--- config.mk ---
export PLATFORM = sky130hd
export DESIGN_NAME = http_chunked_body_decoder
export DESIGN_NICKNAME = d
export VERILOG_FILES = /design/src/rtl/hcbd_pkg.sv /design/src/rtl/hcbd_core.sv /design/src/rtl/http_chunked_body_decoder.sv
export VERILOG_INCLUDE_DIRS = /design/src /design/src/rtl
export SDC_FILE = /design/constraint.sdc
export NUM_CORES = 1
export LEC_CHECK = 0
export ABC_CLOCK_PERIOD_IN_PS = 3700
export BUFFER_PORTS_ARGS = -buffer_cell sky130_fd_sc_hd__buf_2
export CAP_MARGIN = 15
export CORE_AREA = 2 2 142 144
export DETAILED_ROUTE_END_ITERATION = 10
export DIE_AREA = 0 0 144 146
export MAX_ROUTING_LAYER = met4
export SETUP_SLACK_MARGIN = 0.05
export SYNTH_ARGS = -nofsm -noshare
export SYNTH_HDL_FRONTEND = slang
export SYNTH_SLANG_ARGS = --single-unit
export TNS_END_PERCENT = 20
--- constraint.sdc ---
create_clock -name clk -period 3.7 [get_ports clk]
set_input_delay 0.74 -clock clk [delete_from_list [all_inputs] [get_ports clk]]
set_output_delay 0.74 -clock clk [all_outputs]
set_load 0.1 [all_outputs]
--- src/rtl/http_chunked_body_decoder_defines.svh ---
// assertion macros shared by the chunked body decoder rtl
// expects a clock named clk and an active-low reset named rst_n in the using scope
`ifndef HTTP_CHUNKED_BODY_DECODER_DEFINES_SVH
`define HTTP_CHUNKED_BODY_DECODER_DEFINES_SVH

// same-cycle implication
`define HCBD_ASSERT_NOW(label, cond, cons, msg) \
    label: assert property (@(posedge clk) disable iff (!rst_n) (cond) |-> (cons)) \
        else $error(msg);

// next-cycle implication
`define HCBD_ASSERT_NEXT(label, cond, cons, msg) \
    label: assert property (@(posedge clk) disable iff (!rst_n) (cond) |=> (cons)) \
        else $error(msg);

`endif

--- src/rtl/hcbd_pkg.sv ---
// types and constants for the chunked body decoder
// no dependencies
package hcbd_pkg;

    localparam int PHASE_W = 3;

    localparam logic [PHASE_W-1:0] PH_SIZE     = 3'd0;
    localparam logic [PHASE_W-1:0] PH_SIZE_LF  = 3'd1;
    localparam logic [PHASE_W-1:0] PH_DATA     = 3'd2;
    localparam logic [PHASE_W-1:0] PH_DATA_CR  = 3'd3;
    localparam logic [PHASE_W-1:0] PH_DATA_LF  = 3'd4;
    localparam logic [PHASE_W-1:0] PH_FINAL_CR = 3'd5;
    localparam logic [PHASE_W-1:0] PH_FINAL_LF = 3'd6;
    localparam logic [PHASE_W-1:0] PH_DONE     = 3'd7;

    localparam logic [1:0] ERR_NONE     = 2'd0;
    localparam logic [1:0] ERR_BADCHAR  = 2'd1;
    localparam logic [1:0] ERR_OVERFLOW = 2'd2;
    localparam logic [1:0] ERR_CRLF     = 2'd3;

    localparam logic [7:0] CH_CR = 8'h0D;
    localparam logic [7:0] CH_LF = 8'h0A;

    typedef struct packed {
        logic [7:0] data_byte;
        logic       new_message;
    } in_item_t;

    typedef struct packed {
        logic        body_valid;
        logic [7:0]  body_byte;
        logic        message_done;
        logic [31:0] body_length;
        logic [1:0]  error_code;
    } out_item_t;

    // hex digit decode, either letter case; bit 4 flags a valid digit
    function automatic logic [4:0] hex_decode(input logic [7:0] c);
        logic [4:0] r;
        r = 5'd0;
        if (c >= 8'h30 && c <= 8'h39)
            r = {1'b1, 4'(c - 8'h30)};
        else if (c >= 8'h61 && c <= 8'h66)
            r = {1'b1, 4'(c - 8'h57)};
        else if (c >= 8'h41 && c <= 8'h46)
            r = {1'b1, 4'(c - 8'h37)};
        return r;
    endfunction

endpackage

--- src/rtl/hcbd_core.sv ---
// per-byte decode step and message state of the chunked body decoder
// depends on hcbd_pkg
module hcbd_core #(
    parameter int SIZE_BITS   = 32,
    parameter int LENGTH_BITS = 32
) (
    input  logic                clk,
    input  logic                rst_n,
    input  logic                step_en,
    input  hcbd_pkg::in_item_t  item,
    output hcbd_pkg::out_item_t result
);

    logic [hcbd_pkg::PHASE_W-1:0] phase_reg, phase_cur, phase_next;
    logic [SIZE_BITS-1:0]         chunk_reg, chunk_cur, chunk_next;
    logic                         seen_reg, seen_cur, seen_next;
    logic [LENGTH_BITS-1:0]       total_reg, total_cur, total_next;
    logic [1:0]                   err_reg, err_cur, err_next;
    logic [4:0]                   hex;
    logic                         body_valid;
    logic                         done;
    logic [31:0]                  length32;
    logic [7:0]                   b;

    assign b   = item.data_byte;
    assign hex = hcbd_pkg::hex_decode(b);

    always_comb
    begin
        // a new message starts from the reset state
        phase_cur = item.new_message ? hcbd_pkg::PH_SIZE  : phase_reg;
        chunk_cur = item.new_message ? '0                 : chunk_reg;
        seen_cur  = item.new_message ? 1'b0               : seen_reg;
        total_cur = item.new_message ? '0                 : total_reg;
        err_cur   = item.new_message ? hcbd_pkg::ERR_NONE : err_reg;

        phase_next = phase_cur;
        chunk_next = chunk_cur;
        seen_next  = seen_cur;
        total_next = total_cur;
        err_next   = err_cur;
        body_valid = 1'b0;
        done       = 1'b0;

        if (err_cur == hcbd_pkg::ERR_NONE)
        begin
            case (phase_cur)
                hcbd_pkg::PH_SIZE:
                begin
                    if (hex[4])
                    begin
                        // another digit fits only if the top nibble is still clear
                        if (chunk_cur[SIZE_BITS-1 -: 4] != 4'd0)
                            err_next = hcbd_pkg::ERR_OVERFLOW;
                        else
                        begin
                            chunk_next = {chunk_cur[SIZE_BITS-5:0], hex[3:0]};
                            seen_next  = 1'b1;
                        end
                    end
                    else if (b == hcbd_pkg::CH_CR && seen_cur)
                        phase_next = hcbd_pkg::PH_SIZE_LF;
                    else
                        err_next = hcbd_pkg::ERR_BADCHAR;
                end
                hcbd_pkg::PH_SIZE_LF:
                begin
                    if (b != hcbd_pkg::CH_LF)
                        err_next = hcbd_pkg::ERR_CRLF;
                    else if (chunk_cur == '0)
                    begin
                        done       = 1'b1;
                        phase_next = hcbd_pkg::PH_FINAL_CR;
                    end
                    else
                        phase_next = hcbd_pkg::PH_DATA;
                end
                hcbd_pkg::PH_DATA:
                begin
                    body_valid = 1'b1;
                    if (total_cur != '1)
                        total_next = total_cur + LENGTH_BITS'(1);
                    chunk_next = chunk_cur - SIZE_BITS'(1);
                    if (chunk_cur == SIZE_BITS'(1))
                        phase_next = hcbd_pkg::PH_DATA_CR;
                end
                hcbd_pkg::PH_DATA_CR:
                begin
                    if (b != hcbd_pkg::CH_CR)
                        err_next = hcbd_pkg::ERR_CRLF;
                    else
                        phase_next = hcbd_pkg::PH_DATA_LF;
                end
                hcbd_pkg::PH_DATA_LF:
                begin
                    if (b != hcbd_pkg::CH_LF)
                        err_next = hcbd_pkg::ERR_CRLF;
                    else
                    begin
                        phase_next = hcbd_pkg::PH_SIZE;
                        chunk_next = '0;
                        seen_next  = 1'b0;
                    end
                end
                hcbd_pkg::PH_FINAL_CR:
                begin
                    if (b != hcbd_pkg::CH_CR)
                        err_next = hcbd_pkg::ERR_CRLF;
                    else
                        phase_next = hcbd_pkg::PH_FINAL_LF;
                end
                hcbd_pkg::PH_FINAL_LF:
                begin
                    if (b != hcbd_pkg::CH_LF)
                        err_next = hcbd_pkg::ERR_CRLF;
                    else
                        phase_next = hcbd_pkg::PH_DONE;
                end
                default:
                begin
                    phase_next = phase_cur;
                end
            endcase
        end
    end

    // reported length saturates at 32 bits
    generate
        if (LENGTH_BITS > 32)
        begin : g_len_wide
            assign length32 = (|total_next[LENGTH_BITS-1:32]) ? 32'hFFFF_FFFF
                                                               : total_next[31:0];
        end
        else
        begin : g_len_narrow
            assign length32 = 32'(total_next);
        end
    endgenerate

    always_comb
    begin
        result.body_valid   = body_valid;
        result.body_byte    = body_valid ? b : 8'd0;
        result.message_done = done;
        result.body_length  = length32;
        result.error_code   = err_next;
    end

    always_ff @(posedge clk or negedge rst_n)
    begin
        if (!rst_n)
        begin
            phase_reg <= hcbd_pkg::PH_SIZE;
            chunk_reg <= '0;
            seen_reg  <= 1'b0;
            total_reg <= '0;
            err_reg   <= hcbd_pkg::ERR_NONE;
        end
        else if (step_en)
        begin
            phase_reg <= phase_next;
            chunk_reg <= chunk_next;
            seen_reg  <= seen_next;
            total_reg <= total_next;
            err_reg   <= err_next;
        end
    end

endmodule

--- src/rtl/http_chunked_body_decoder.sv ---
// chunked body decoder top level: input register, decode step, result register
// depends on hcbd_pkg, hcbd_core and http_chunked_body_decoder_defines.svh
// Decodes an HTTP/1.1 chunked body one byte per cycle when the result side
// does not stall. Each accepted byte transaction gives exactly one result
// transaction, registered first in the input register and then, through the
// decode step that updates the message state, in the result register. The
// input side keeps accepting while a result waits, as long as the input
// register is free or draining. Errors (bad size character, size overflow,
// missing CR LF) latch until a byte arrives with new_message set.
`include "http_chunked_body_decoder_defines.svh"

module http_chunked_body_decoder #(
    parameter int SIZE_BITS   = 32,
    parameter int LENGTH_BITS = 32
) (
    input  logic                clk,
    input  logic                rst_n,
    input  logic                byte_valid,
    output logic                byte_stall,
    input  hcbd_pkg::in_item_t  byte_data,
    output logic                result_valid,
    input  logic                result_stall,
    output hcbd_pkg::out_item_t result_data
);

    logic                s1_valid_reg, s1_valid_next;
    hcbd_pkg::in_item_t  s1_item_reg;
    logic                res_valid_reg, res_valid_next;
    hcbd_pkg::out_item_t res_data_reg;
    hcbd_pkg::out_item_t step_result;
    logic                accept;
    logic                adv;

    assign adv        = s1_valid_reg && (!res_valid_reg || !result_stall);
    assign byte_stall = s1_valid_reg && !adv;
    assign accept     = byte_valid && !byte_stall;

    assign result_valid = res_valid_reg;
    assign result_data  = res_data_reg;

    hcbd_core #(
        .SIZE_BITS   (SIZE_BITS),
        .LENGTH_BITS (LENGTH_BITS)
    ) u_core (
        .clk     (clk),
        .rst_n   (rst_n),
        .step_en (adv),
        .item    (s1_item_reg),
        .result  (step_result)
    );

    always_comb
    begin
        s1_valid_next = s1_valid_reg;
        if (accept)
            s1_valid_next = 1'b1;
        else if (adv)
            s1_valid_next = 1'b0;

        res_valid_next = res_valid_reg;
        if (adv)
            res_valid_next = 1'b1;
        else if (!result_stall)
            res_valid_next = 1'b0;
    end

    always_ff @(posedge clk or negedge rst_n)
    begin
        if (!rst_n)
        begin
            s1_valid_reg  <= 1'b0;
            res_valid_reg <= 1'b0;
        end
        else
        begin
            s1_valid_reg  <= s1_valid_next;
            res_valid_reg <= res_valid_next;
        end
    end

    always_ff @(posedge clk)
    begin
        if (accept)
            s1_item_reg <= byte_data;
        if (adv)
            res_data_reg <= step_result;
    end

    `HCBD_ASSERT_NEXT(a_s1_kept, s1_valid_reg && !adv, s1_valid_reg, "input transaction dropped")
    `HCBD_ASSERT_NOW(a_done_not_body, result_valid,
        !(result_data.message_done && result_data.body_valid), "done together with body byte")
    `HCBD_ASSERT_NOW(a_err_no_body, result_valid && result_data.error_code != hcbd_pkg::ERR_NONE,
        !result_data.body_valid, "body byte while error latched")
    `HCBD_ASSERT_NOW(a_body_zero, result_valid && !result_data.body_valid,
        result_data.body_byte == 8'd0, "body byte not zero when idle")
    `HCBD_ASSERT_NEXT(a_res_loaded, adv, result_valid, "decoded transaction not presented")

endmodule
; ---- Word level (Yosys, flattened, before mapping)
; Index checks and enable logic that the tools add are counted.
[word_totals]
ff_bits = 125
wordCells = 105
[classes]
order_cmp = 6
n_reduce_logical = 20
eq_ne = 12
muxes = 46
addsub = 5
bitwise_logic = 2
[op_table]
columns = operator, count
row1 = $mux W32, 9
row2 = $pmux W32 S3, 1
row3 = $mux W3, 11
row4 = $add A32 B1 Y32 const B, 1
row5 = $eq A32 B1 Y1 const B, 1
row6 = $logic_not A32 Y1, 1
row7 = $ne A32 B32 Y1 const B, 1
row8 = $sub A32 B1 Y32 const B, 1
row9 = $pmux W3 S7, 1
row10 = $ge A8 B7 Y1 const B, 2
row11 = $le A8 B7 Y1 const B, 2
row12 = $ne A8 B4 Y1 const B, 2
row13 = $mux W5, 3
row14 = $mux W2, 7
row15 = $mux W1, 12
row16 = $eq A3 B3 Y1 const B, 3
row17 = $eq A8 B4 Y1 const B, 1
row18 = $ge A8 B6 Y1 const B, 1
row19 = $le A8 B6 Y1 const B, 1
row20 = $sub A4 B3 Y4 const B, 2
row21 = $logic_and A1 B1 Y1, 7
row22 = $eq A3 B2 Y1 const B, 2
row23 = $pmux W2 S3, 1
row24 = $reduce_or A3 Y1, 2
row25 = other kinds (12), 16

; ---- Longest topological paths before layout
; Gate-level depths: netlist of run 1.
[logic_depth]
word_depth = 9
depth_mapped = 13

; ---- Modules after synthesis
; From an unflattened synthesis of run 1, not the netlist that was laid out.
[unflattened]
cells_unflattened = 837
area_unflattened_um2 = 7733.7
[modules_own_cells]
columns = mod, cells_each, n_inst, area_each_um2
row1 = hcbd_core, 776, 1, 6049.6
row2 = http_chunked_body_decoder, 61, 1, 1684.1

; ---- Worst setup path after synthesis of run 1
; No wires, ideal clock.
[synth_path]
path_type = register to register
start = register s1_item_reg[0] (netlist bit)
end = register res_data_reg, in the netlist result_data[33], data pin
path_buffers = 5
arrival_ns = 3.148
setup_ns = 0.260
setup_slack_ns = 0.293
required_time_ns = 3.440
path_stages_with_launch = 14
path_cell_list = edfxtp_1 -> buf_2 -> clkbuf_1 -> clkbuf_1 -> buf_2 -> nor2b_1 -> ha_1 -> and4b_1 -> and4_1 -> and4_1 -> buf_2 -> nor4_4 -> nand3_1 -> mux2_2
[synth_lines]
columns = item, line_no
row1 = start: declaration, http_chunked_body_decoder.sv:27  ; hcbd_pkg::in_item_t s1_item_reg;
row2 = start signal: assignment, http_chunked_body_decoder.sv:84  ; s1_item_reg <= byte_data;
row3 = end signal: assignment, http_chunked_body_decoder.sv:86  ; res_data_reg <= step_result;
row4 = end: declaration, http_chunked_body_decoder.sv:29  ; hcbd_pkg::out_item_t res_data_reg;

; ---- Worst setup path after layout of run 1
[layout_path]
start = register u_core.phase_reg[1] (netlist bit)
end = register u_core.chunk_reg[14]
[layout_between]
elab_chain_cells = 4
word_cells_on_any_way = 6
cone_classes = eq/ne (2) / mux (3) / reduce/logical (1)
[layout_rtl]
columns = item, line_no
row1 = start: declaration, hcbd_core.sv:14  ; logic [hcbd_pkg::PHASE_W-1:0] phase_reg, phase_cur, phase_next;
row2 = start signal: assignment, hcbd_core.sv:153  ; phase_reg <= hcbd_pkg::PH_SIZE;
row3 = start signal: assignment, hcbd_core.sv:161  ; phase_reg <= phase_next;
row4 = $mux W3 *, hcbd_core.sv:31  ; phase_cur = item.new_message ? hcbd_pkg::PH_SIZE : phase_reg;
row5 = "$eq A3 B3 Y1, or another cell as far along", hcbd_core.sv:47  ; case (phase_cur)
row6 = $pmux W32 S3 *, hcbd_core.sv:47
row7 = $mux W32 *, hcbd_core.sv:45  ; if (err_cur == hcbd_pkg::ERR_NONE)
row8 = end signal: assignment, hcbd_core.sv:162  ; chunk_reg <= chunk_next;
row9 = end: declaration, hcbd_core.sv:15  ; logic [SIZE_BITS-1:0] chunk_reg, chunk_cur, chunk_next;
; Every way passes the cells marked *; elsewhere a longest branch is shown, timed or not.
; A chain may end at the register's enable or synchronous reset.

==> impl_metrics.py, run 1 <==
metrics = {
    "power_and_ir_drop": {
        "power.ir.vdd_worst_uv": 332,
        "lkg_pwr_uw": 0.00353,
        "pwr_density_cell_mw_per_mm2": 645,
    },
    "routing": {
        "wirelength_mm": 21.7,
        "postRouteAntennaNets": 0,
        "drc": 0,
        "route.detailed.wl_per_inst_um": 18.4,
        "drt_pass1_iterations": 5,
        "viasPerCell": 5.90,
        "detailedRoute.firstIterationViolations": 589,
        "vias": 6949,
    },
    "critical_path": {
        "start_kind": "flop",
        "timing_worst_setup_path_type": "reg -> reg",
        "critPathBufInv": 1,
        "critical-path-max-stage-delay_ns": 0.98,
        "timing.critical_path.required_ns": 4.01,
        "kind_of_end_point_of_the_critical_path": "flop",
        "crit_arrival_ns": 3.29,
        "path_delay_family": "compound AO/OA/AOI/OAI gates",
        "crit_chain": "a2111oi_0 > o21ai_0 > buf_4 > nor2_1 > o21ai_0 > a222oi_1 > nor2_1",
        "crit_path_top_delay_cell": "a2111oi_0",
        "timing.reg2reg.setup_slack_ns": 0.72,
        "cp_max_fo": 10,
    },
    "die": {
        "dieHeight_um": 146,
        "die_width_um": 144,
        "design.core.area_sq_mm": 0.0193,
        "initial_standard_cell_utilization_of_the_core_pct": 39.8,
        "io_pins": 59,
        "design.die.area_sq_mm": 0.0210,
        "std_cell_rows": 51,
    },
    "timing": {
        "finalCritPeriodShare_pct": 80.5,
        "max_slew.worst_pin.slew_ns": 1.06,
        "period_minus_slack_ns": 2.98,
        "achievable-frequency_mhz": 336,
        "setup_slack_ns": 0.723,
        "setup_total_negative_slack_ns": 0,
        "maxSlewHeadroom_pct": 27.7,
        "timing.final.hold_violations": 0,
        "hold_ws_ns": 0.471,
        "grt_setup_unrepaired": "no",
        "skew_final_ns": 0.00941,
        "setup_violators_final": 0,
        "fin_max_slew_vios": 0,
    },
    "final_layout": {
        "seqCellArea_sq_mm": 0.00339,
        "fillers": 1871,
        "n_antenna_cell": 0,
        "largest_register_ff_count": 44,
        "layout-drive-gt1-share_pct": 14.9,
        "finish.net_count": 918,
        "syn_to_final_growth_pct": 15.8,
        "multi_input_comb_area_sq_mm": 0.00402,
    },
    "grt": {
        "grt_pass1_vias": 6472,
        "grt_util_met1_pct": 28.7,
        "busiest_layer": "met2",
        "total_routing_usage_reported_by_global_routing_pct": 21.7,
        "antenna_violations_before_repair": 0,
        "grt_use_met2_pct": 32.6,
        "maximum_number_of_pins_on_one_net_before_global_route_repair": 73,
        "grt.met3_usage_pct": 4.84,
        "overflow": 0,
        "grt_first_pass_wirelength_mm": 34.7,
    },
    "clock_tree": {
        "tritoncts": "done",
        "number_of_post_cts_setup_repair_buffers": 0,
        "maximum_root_to_sink_buffer_count": 2,
        "cts_root_buf": "clkbuf_16",
        "htreeDepth": 4,
        "cts-hold-fix-buffers": 0,
        "clkSlewWorstSetupHoldPaths_ns": 0.06,
        "tritoncts_num_sinks": 125,
        "tritoncts.num_buffers": 17,
        "worst_skew_pair.late_latency_ns": 0.43,
        "post_cts_resized": 0,
    },
    "synthesis": {
        "synth_seq_cells": 125,
        "synth-async-reset-ratio_pct": 57.6,
        "mappedNetlistArea_sq_mm": 0.00769,
        "synthDominantCellAreaShare_pct": 23.4,
        "synth_largest_area_cell": "dfrtp_1",
        "warnings_synthesis": 0,
        "yosysUniqueCellTypes": 73,
        "synth-edff-count": 53,
        "synth.net_count": 866,
        "synth-seq-area-share_pct": 44.1,
        "synthesis.instances": 847,
        "synthesis.area_per_instance_sq_um": 9.08,
        "synth_flop_cell": "dfrtp_1",
        "ys_top_cells_by_area": "dfrtp_1 23%, edfxtp_1 21%, nor2_1 4.7%",
    },
    "min_path": {
        "path_type_of_the_worst_min_delay_path": "in -> async",
    },
    "place": {
        "globalplace.congestion": 0.903,
        "place.port_buffers": 58,
        "place_hpwl_mm": 14.6,
        "dp_slack_ns": 0.783,
    },
    "job": {
        "max-cap-violations": 0,
    },
    "run_status": {
        "run_status": "completed",
    },
}
[Yosys cell counts (all sizes together), types with 9 or more instances]
master,count
nor4,26
dfrtp,72
buf,11
mux2i,15
xor2,14
nand3,29
edfxtp,53
nor3,38
and2,16
o211ai,12
nor2b,21
a221o,19
nor2,97
nand2,76
nand2b,9
xnor2,24
nand4,28
and4,9
a21oi,42
clkbuf,43
o21ai,49
and3,13
inv,17
[cell usage in the layout (no fill, tap or decap), drive strengths merged, types with 19 or more instances in the layout]
cell type,count
nand4,28
inv,19
a221o,19
buf,87
a21oi,42
nand2,76
dfrtp,72
nor4,26
nor2,97
edfxtp,53
clkbuf,19
o21ai,49
nor3,38
xnor2,24
nand3,29
nor2b,21
[cell families after synthesis]
kind of cell    synth area share [%]
compound gates                  17.8
xor+xnor                        4.33
fa+ha+maj                      0.976
buf+inv                         3.68
flops                           44.1
mux                             2.10
simple gates                    27.0
[worst reg2reg max path: stages, from the launching register on]
cell and delay [ns]:
dfrtp_1 0.49, a2111oi_0 0.98, o21ai_0 0.20, buf_4 0.22, nor2_1 0.19, o21ai_0 0.31, a222oi_1 0.37, nor2_1 0.08
[path summary, 6_finish.rpt]
| check | start | to | cells past startpoint |
|---|---|---|---|
| hold / removal | rst_n | u_core.chunk_reg[2] | 1 |
| setup reg to reg | u_core.phase_reg[1] | u_core.chunk_reg[14] | 7 |
| hold reg to reg | s1_valid_reg | result_valid | 1 |
| min in group clk | byte_data[3] | s1_item_reg[3] | 1 |
| max in group asynchronous | rst_n | u_core.chunk_reg[18] | 1 |
| setup / recovery | u_core.phase_reg[1] | u_core.chunk_reg[14] | 7 |
[final cells by class]
class                      instances  share of cell area (%)
timing repair buffer              87                    5.73
sequential                       125                    38.1
clock buffer                      19                    4.97
inverter                          19                   0.801
tap                              265                    3.72
clock inverter                    13                    1.60
multi-input combinational        649                    45.1
[per-layer routing]
layer	routed length, um	vias to the layer above
met5	0	-
met1	9800	3353
li1	-	3300
met4	494	0
met2	10100	257
met3	1280	39
[metrics by stage]
step / util [%] / instances / area [sq um] / total power [uW]
after detailed placement: 43.0 / 1145 / 8320 / 4050
after global routing: 46.1 / 1177 / 8910 / 6050
after floorplan: - / 847 / 7690 / 3470
after CTS: 46.1 / 1177 / 8910 / 5740
final: 46.1 / 1177 / 8910 / 5740
after global placement: 43.0 / 1145 / 8320 / 4060
[power by group]
part           internal, uW  switching, uW
sequential             1680            327
combinational           679           1390
clock                  1010            652
total                  3370           2370
(Power assumes the default switching activity.)
==> run 2, diff against run 1 <==
--- a/config.mk
+++ b/config.mk
@@ -6,12 +6,13 @@
 export SDC_FILE = /design/constraint.sdc
 export NUM_CORES = 1
 export LEC_CHECK = 0
-export ABC_CLOCK_PERIOD_IN_PS = 3700
+export ABC_AREA = 1
+export ABC_CLOCK_PERIOD_IN_PS = 2900
 export BUFFER_PORTS_ARGS = -buffer_cell sky130_fd_sc_hd__buf_2
 export CAP_MARGIN = 15
-export CORE_AREA = 2 2 142 144
+export CORE_AREA = 2 2 151 153
 export DETAILED_ROUTE_END_ITERATION = 10
-export DIE_AREA = 0 0 144 146
+export DIE_AREA = 0 0 153 155
 export MAX_ROUTING_LAYER = met4
 export SETUP_SLACK_MARGIN = 0.05
 export SYNTH_ARGS = -nofsm -noshare
==> constraint.sdc (replaced) <==
create_clock -name clk -period 2.9 [get_ports clk]
set_input_delay 0.58 -clock clk [delete_from_list [all_inputs] [get_ports clk]]
set_output_delay 0.58 -clock clk [all_outputs]
set_load 0.1 [all_outputs]
==> run 2 against run 1 <==
Compared with the run above:
- total power up 31%
- die area up 13%
- sequential share of layout area down 3.7 points
- clock power up 31%
- routed wire length up 11%
- cell count up 39%
- global-route usage down 0.11 points
- via count up 20%
- register-to-register slack worse by 0.43 ns
- core utilization down 1.7 points
- worst hold slack worse by 0.17 ns
==> impl_metrics.py, run 2 <==
metrics = {
    "run_status": {
        "run_status": "completed",
    },
    "synthesis": {
        "synthDominantCellAreaShare_pct": 20.8,
        "warnings_synthesis": 0,
        "synth.net_count": 1294,
        "mappedNetlistArea_sq_mm": 0.00865,
        "synth-edff-count": 53,
        "synth_largest_area_cell": "dfrtp_1",
        "synth_flop_cell": "dfrtp_1",
        "synthesis.instances": 1275,
        "synth-seq-area-share_pct": 39.2,
        "synth_seq_cells": 125,
        "yosysUniqueCellTypes": 40,
        "synth_top_cells_by_count": "408 x nand2_1, 172 x nor2_1, 132 x inv_1, 119 x nand3_1, 72 x dfrtp_1",
        "synth_most_common_cell": "nand2_1",
        "ys_top_cells_by_area": "dfrtp_1 21%, edfxtp_1 18%, nand2_1 18%",
        "synth-async-reset-ratio_pct": 57.6,
        "synthesis.area_per_instance_sq_um": 6.78,
    },
    "die": {
        "design.core.area_sq_mm": 0.0222,
        "die_width_um": 153,
        "io_pins": 59,
        "std_cell_rows": 55,
        "dieHeight_um": 155,
        "initial_standard_cell_utilization_of_the_core_pct": 38.9,
        "design.die.area_sq_mm": 0.0237,
    },
    "clock_tree": {
        "cts-hold-fix-buffers": 0,
        "tritoncts": "done",
        "tritoncts_num_sinks": 125,
        "worst_skew_pair.late_latency_ns": 0.43,
        "maximum_root_to_sink_buffer_count": 2,
        "tritoncts.num_buffers": 17,
        "cts_root_buf": "clkbuf_16",
        "clkSlewWorstSetupHoldPaths_ns": 0.06,
        "htreeDepth": 4,
    },
    "grt": {
        "grt_pass1_vias": 7872,
        "maximum_number_of_pins_on_one_net_before_global_route_repair": 73,
        "grt_first_pass_wirelength_mm": 40.2,
        "overflow": 0,
        "total_routing_usage_reported_by_global_routing_pct": 21.6,
        "antenna_violations_before_repair": 0,
    },
    "routing": {
        "route.detailed.wl_per_inst_um": 14.7,
        "drc": 0,
        "wirelength_mm": 24.1,
        "drt_pass1_iterations": 5,
        "detailedRoute.firstIterationViolations": 588,
        "vias": 8308,
        "postRouteAntennaNets": 0,
        "viasPerCell": 5.09,
    },
    "timing": {
        "skew_final_ns": 0.00835,
        "fin_max_slew_vios": 0,
        "setup_slack_ns": 0.296,
        "setup_violators_final": 0,
        "achievable-frequency_mhz": 384,
        "grt_setup_unrepaired": "yes",
        "period_minus_slack_ns": 2.60,
        "max_slew.worst_pin.slew_ns": 0.990,
        "timing.final.hold_violations": 0,
        "finalCritPeriodShare_pct": 89.8,
        "maxSlewHeadroom_pct": 34.0,
    },
    "critical_path": {
        "start_kind": "flop",
        "cp_max_fo": 10,
        "cpMostUsedCell": "nand2_1",
        "crit_chain": "inv_1 > ha_1 > nor2_1 > nand2_1 > nand4_1 > nand2_1 > nand2_1 > nand2_2 > nand2_4 > inv_2 > nand2_1 > nand2_1 > nand3_1 > nand2_1 > inv_1",
        "crit_arrival_ns": 2.93,
        "critPathBufInv": 3,
        "kind_of_end_point_of_the_critical_path": "flop",
        "critical-path-max-stage-delay_ns": 0.47,
        "timing_worst_setup_path_type": "reg -> reg",
        "timing.critical_path.required_ns": 3.23,
        "path_delay_family": "simple AND/OR/NAND/NOR gates",
        "crit_path_top_delay_cell": "edfxtp_1",
    },
    "final_layout": {
        "syn_to_final_growth_pct": 14.1,
        "finish.net_count": 1353,
        "layout-drive-gt1-share_pct": 14.6,
        "n_antenna_cell": 0,
        "final_area_sq_mm": 0.00987,
        "largest_register_ff_count": 44,
        "fillers": 2284,
        "final_common_cell": "nand2_1",
        "most-common-layout-cells": "407 x nand2_1, 171 x nor2_1, 132 x inv_1",
    },
    "place": {
        "place_area_sq_mm": 0.00926,
        "place_hpwl_mm": 17.3,
        "place.port_buffers": 58,
        "globalplace.congestion": 0.947,
        "dp_slack_ns": 0.234,
    },
    "min_path": {
        "path_type_of_the_worst_min_delay_path": "in -> async",
    },
    "power_and_ir_drop": {
        "power.ir.vdd_worst_uv": 388,
        "lkg_pwr_uw": 0.00479,
        "pwr_density_cell_mw_per_mm2": 760,
    },
    "job": {
        "max-cap-violations": 0,
    },
}
==> run 2: cell count changes after synthesis, sizes merged, moves of 22 or more <==
cell / before / now
xnor2: 24 / 1
nor2: 97 / 198
nor4: 26 / 3
nand3: 29 / 123
nor3: 38 / 8
nand2: 76 / 431
clkbuf: 43 / 21
inv: 17 / 156
==> run 2: where the power goes <==
group,internal [uW],switching [uW],total (uW)
Sequential,2190,208,2400
Clock,1350,819,2170
Combinational,728,2200,2930
Total,4270,3230,7500
==> run 2: path summary, 6_finish.rpt <==
check                                     start              endpoint  slack [ns]  cells past startpoint
max                              s1_item_reg[1]  u_core.chunk_reg[19]        0.30                     15
min                                       rst_n  u_core.total_reg[27]        0.31                      1
max reg2reg                      s1_item_reg[1]  u_core.chunk_reg[19]        0.30                     15
min reg2reg                u_core.total_reg[31]  u_core.total_reg[31]        0.49                      2
max in group asynchronous                 rst_n   u_core.chunk_reg[1]        1.93                      1
min in group clk                   byte_data[8]        s1_item_reg[8]        0.33                      1
==> run 2: cell type report <==
cell class	instances	area, sq um	share of cell area (%)
sequential	125	3390	34.4
clock inverter	14	166	1.69
timing repair buffer	80	483	4.90
inverter	158	596	6.04
multi-input combinational	952	4440	45.0
tap	285	357	3.61
clock buffer	18	429	4.35
==> run 2: stage by stage <==
step	cells	util [%]	TNS, ns	total power [uW]	hold WS, ns
floorplan	1275	-	-0.128	4620	0.284
global placement	1599	41.7	0	5310	0.462
detailed placement	1599	41.7	0	5330	0.467
CTS	1631	44.4	0	7530	0.309
global route	1632	44.4	0	7960	0.313
finish	1632	44.4	0	7500	0.306
==> run 2: what timing repair did <==
item	4_1_cts	5_1_grt
resized for setup	0	0
endpoints found under the setup margin	0	4
setup buffers	0	1
==> run 2: cell families after synthesis <==
| logic type | share of synthesized area [%] |
|---|---|
| buffers and inverters | 9.49 |
| flip-flops | 39.2 |
| AND/OR/NAND/NOR | 40.5 |
| AO/OA/AOI/OAI | 8.77 |
| XOR/XNOR | 1.10 |
| adder cells (fa/ha/maj) | 0.868 |
==> run 2: per-layer routing <==
| metal | track usage [%] | part of all wire [%] | vias up |
|---|---|---|---|
| met4 | 7.01 | 1.8 | 0 |
| met5 | - | 0 | - |
| met3 | 3.93 | 4.5 | 38 |
| met2 | 36.0 | 48 | 214 |
| met1 | 26.9 | 45 | 3863 |
| li1 | - | - | 4193 |
==> run 3, diff against run 2 <==
--- a/config.mk
+++ b/config.mk
@@ -6,14 +6,17 @@
 export SDC_FILE = /design/constraint.sdc
 export NUM_CORES = 1
 export LEC_CHECK = 0
-export ABC_AREA = 1
+export ABC_AREA = 0
 export ABC_CLOCK_PERIOD_IN_PS = 2900
 export BUFFER_PORTS_ARGS = -buffer_cell sky130_fd_sc_hd__buf_2
 export CAP_MARGIN = 15
-export CORE_AREA = 2 2 151 153
+export CELL_PAD_IN_SITES_DETAIL_PLACEMENT = 1
+export CELL_PAD_IN_SITES_GLOBAL_PLACEMENT = 2
+export CORE_AREA = 2 2 146 148
 export DETAILED_ROUTE_END_ITERATION = 10
-export DIE_AREA = 0 0 153 155
+export DIE_AREA = 0 0 148 150
 export MAX_ROUTING_LAYER = met4
+export PLACE_DENSITY_LB_ADDON = 0.1
 export SETUP_SLACK_MARGIN = 0.05
 export SYNTH_ARGS = -nofsm -noshare
 export SYNTH_HDL_FRONTEND = slang
==> run 3 against run 2 <==
Compared with the run above:
- clock-buffer cell count fell by 1
- critical path depth shrank 6
- register-to-register slack worse by 0.16 ns
- largest power group unchanged
==> impl_metrics.py, run 3 (same netlist as run 1, synthesis figures left out) <==
metrics = {
    "final_layout": {
        "fillers": 2417,
        "most-common-layout-cells": "97 x nor2_1, 75 x nand2_1, 72 x dfrtp_1",
        "largest_register_ff_count": 44,
        "final_common_cell": "nor2_1",
        "finish.net_count": 960,
        "final_area_sq_mm": 0.00933,
        "syn_to_final_growth_pct": 21.3,
        "layout-drive-gt1-share_pct": 19.1,
        "n_antenna_cell": 0,
    },
    "timing": {
        "timing.final.hold_violations": 0,
        "setup_total_negative_slack_ns": 0,
        "skew_final_ns": 0.00914,
        "period_minus_slack_ns": 2.77,
        "setup_violators_final": 0,
        "grt_setup_unrepaired": "yes",
        "setup_slack_ns": 0.134,
        "maxSlewHeadroom_pct": 49.9,
        "max_slew.worst_pin.slew_ns": 0.752,
        "fin_max_slew_vios": 0,
        "finalCritPeriodShare_pct": 95.4,
        "achievable-frequency_mhz": 362,
    },
    "routing": {
        "route.detailed.wl_per_inst_um": 21.6,
        "detailedRoute.firstIterationViolations": 372,
        "vias": 7279,
        "viasPerCell": 5.92,
        "drt_pass1_iterations": 6,
        "wirelength_mm": 26.5,
        "drc": 0,
        "postRouteAntennaNets": 0,
    },
    "clock_tree": {
        "htreeDepth": 4,
        "tritoncts.num_buffers": 17,
        "cts-hold-fix-buffers": 0,
        "clkSlewWorstSetupHoldPaths_ns": 0.06,
        "tritoncts_num_sinks": 125,
        "cts_root_buf": "clkbuf_16",
        "worst_skew_pair.late_latency_ns": 0.42,
        "tritoncts": "done",
        "maximum_root_to_sink_buffer_count": 2,
    },
    "job": {
        "max-cap-violations": 0,
    },
    "power_and_ir_drop": {
        "lkg_pwr_uw": 0.00376,
        "power.ir.vdd_worst_uv": 437,
        "pwr_density_cell_mw_per_mm2": 828,
    },
    "grt": {
        "grt_pass1_vias": 7536,
        "grt_first_pass_wirelength_mm": 42.6,
        "maximum_number_of_pins_on_one_net_before_global_route_repair": 68,
        "overflow": 0,
        "total_routing_usage_reported_by_global_routing_pct": 25.4,
        "antenna_violations_before_repair": 0,
    },
    "min_path": {
        "path_type_of_the_worst_min_delay_path": "in -> async",
    },
    "die": {
        "design.die.area_sq_mm": 0.0222,
        "io_pins": 59,
        "design.core.area_sq_mm": 0.0207,
        "initial_standard_cell_utilization_of_the_core_pct": 37.2,
        "dieHeight_um": 150,
        "std_cell_rows": 53,
        "die_width_um": 148,
    },
    "critical_path": {
        "path_delay_family": "simple AND/OR/NAND/NOR gates",
        "cp_max_fo": 45,
        "critPathBufInv": 3,
        "kind_of_end_point_of_the_critical_path": "flop",
        "crit_arrival_ns": 3.10,
        "critical-path-max-stage-delay_ns": 0.69,
        "crit_chain": "buf_4 > buf_12 > or4b_2 > a21oi_1 > nor2_1 > o21ai_0 > buf_4 > nor3_1 > o22ai_1",
        "crit_path_top_delay_cell": "or4b_2",
        "start_kind": "flop",
        "timing.critical_path.required_ns": 3.23,
        "timing_worst_setup_path_type": "reg -> reg",
        "cpMostUsedCell": "buf_4",
    },
    "place": {
        "place.port_buffers": 58,
        "globalplace.congestion": 0.860,
        "place_area_sq_mm": 0.00870,
        "place_hpwl_mm": 18.4,
        "dp_slack_ns": 0.0506,
    },
    "run_status": {
        "run_status": "completed",
    },
}
## run 3: cell count changes in the layout (fill, tap and decap cells not counted), moves of 32 or more
cell     previous run  this run
nor3_1              6        38
inv_1             132        16
nand2_1           407        75
nand3_1           119        29
buf_4              21        67
nor2_1            171        97
## run 3: where the power goes
group / switching, uW / internal, uW / leakage, uW
combinational: 1970 / 1030 / 0.00199
clock: 887 / 1280 / 0.000276
sequential: 413 / 2140 / 0.00149
## run 3: what timing repair did
| action | CTS | global route |
|---|---|---|
| endpoints found under the setup margin | 0 | 24 |
| buffers inserted | 0 | 5 |
| gates resized for setup | 0 | 1 |
## run 3: path summary, 6_finish.rpt
| kind | endpoint | from | slack [ns] | cells after the start |
|---|---|---|---|---|
| worst max-delay path | u_core.chunk_reg[29] | s1_item_reg[0] | 0.13 | 9 |
| worst min-delay path | u_core.total_reg[5] | rst_n | 0.19 | 1 |
| worst max register to register | u_core.chunk_reg[29] | s1_item_reg[0] | 0.13 | 9 |
| worst min register to register | u_core.seen_reg | u_core.seen_reg | 0.53 | 2 |
| max in group asynchronous | u_core.total_reg[19] | rst_n | 2.05 | 2 |
| min in group clk | s1_item_reg[4] | byte_data[4] | 0.33 | 1 |
## run 3: worst reg2reg max path, stage by stage, from the launching register on
cell	delay (ns)
edfxtp_1	0.43
buf_4	0.18
buf_12	0.18
or4b_2	0.70
a21oi_1	0.33
nor2_1	0.16
o21ai_0	0.18
buf_4	0.27
nor3_1	0.09
o22ai_1	0.17
## run 3: stage by stage
stage / cells / hold slack (ns) / util, % / total power [uW]
after global placement: 1192 / 0.494 / 42.1 / 5470
final: 1229 / 0.190 / 45.1 / 7720
after floorplan: 847 / 0.284 / - / 4440
after global routing: 1229 / 0.218 / 45.1 / 8140
after CTS: 1224 / 0.205 / 44.9 / 7750
after detailed placement: 1192 / 0.513 / 42.1 / 5540
## run 3: cell type report
| type | instances | area (sq um) | area share, % |
|---|---|---|---|
| Sequential cell | 125 | 3390 | 36.4 |
| Inverter | 19 | 71.3 | 0.765 |
| Timing Repair Buffer | 129 | 888 | 9.53 |
| Tap cell | 275 | 344 | 3.69 |
| Clock buffer | 17 | 425 | 4.56 |
| Clock inverter | 15 | 160 | 1.72 |
| Multi-Input combinational cell | 649 | 4040 | 43.4 |
## run 3: per-layer routing
| metal | routed length (um) | vias to the layer above | global-route usage [%] |
|---|---|---|---|
| li1 | - | 3362 | - |
| met1 | 11500 | 3693 | 30.9 |
| met2 | 13400 | 179 | 43.4 |
| met3 | 1020 | 45 | 3.75 |
| met4 | 599 | 0 | 8.48 |
| met5 | 0 | - | - |
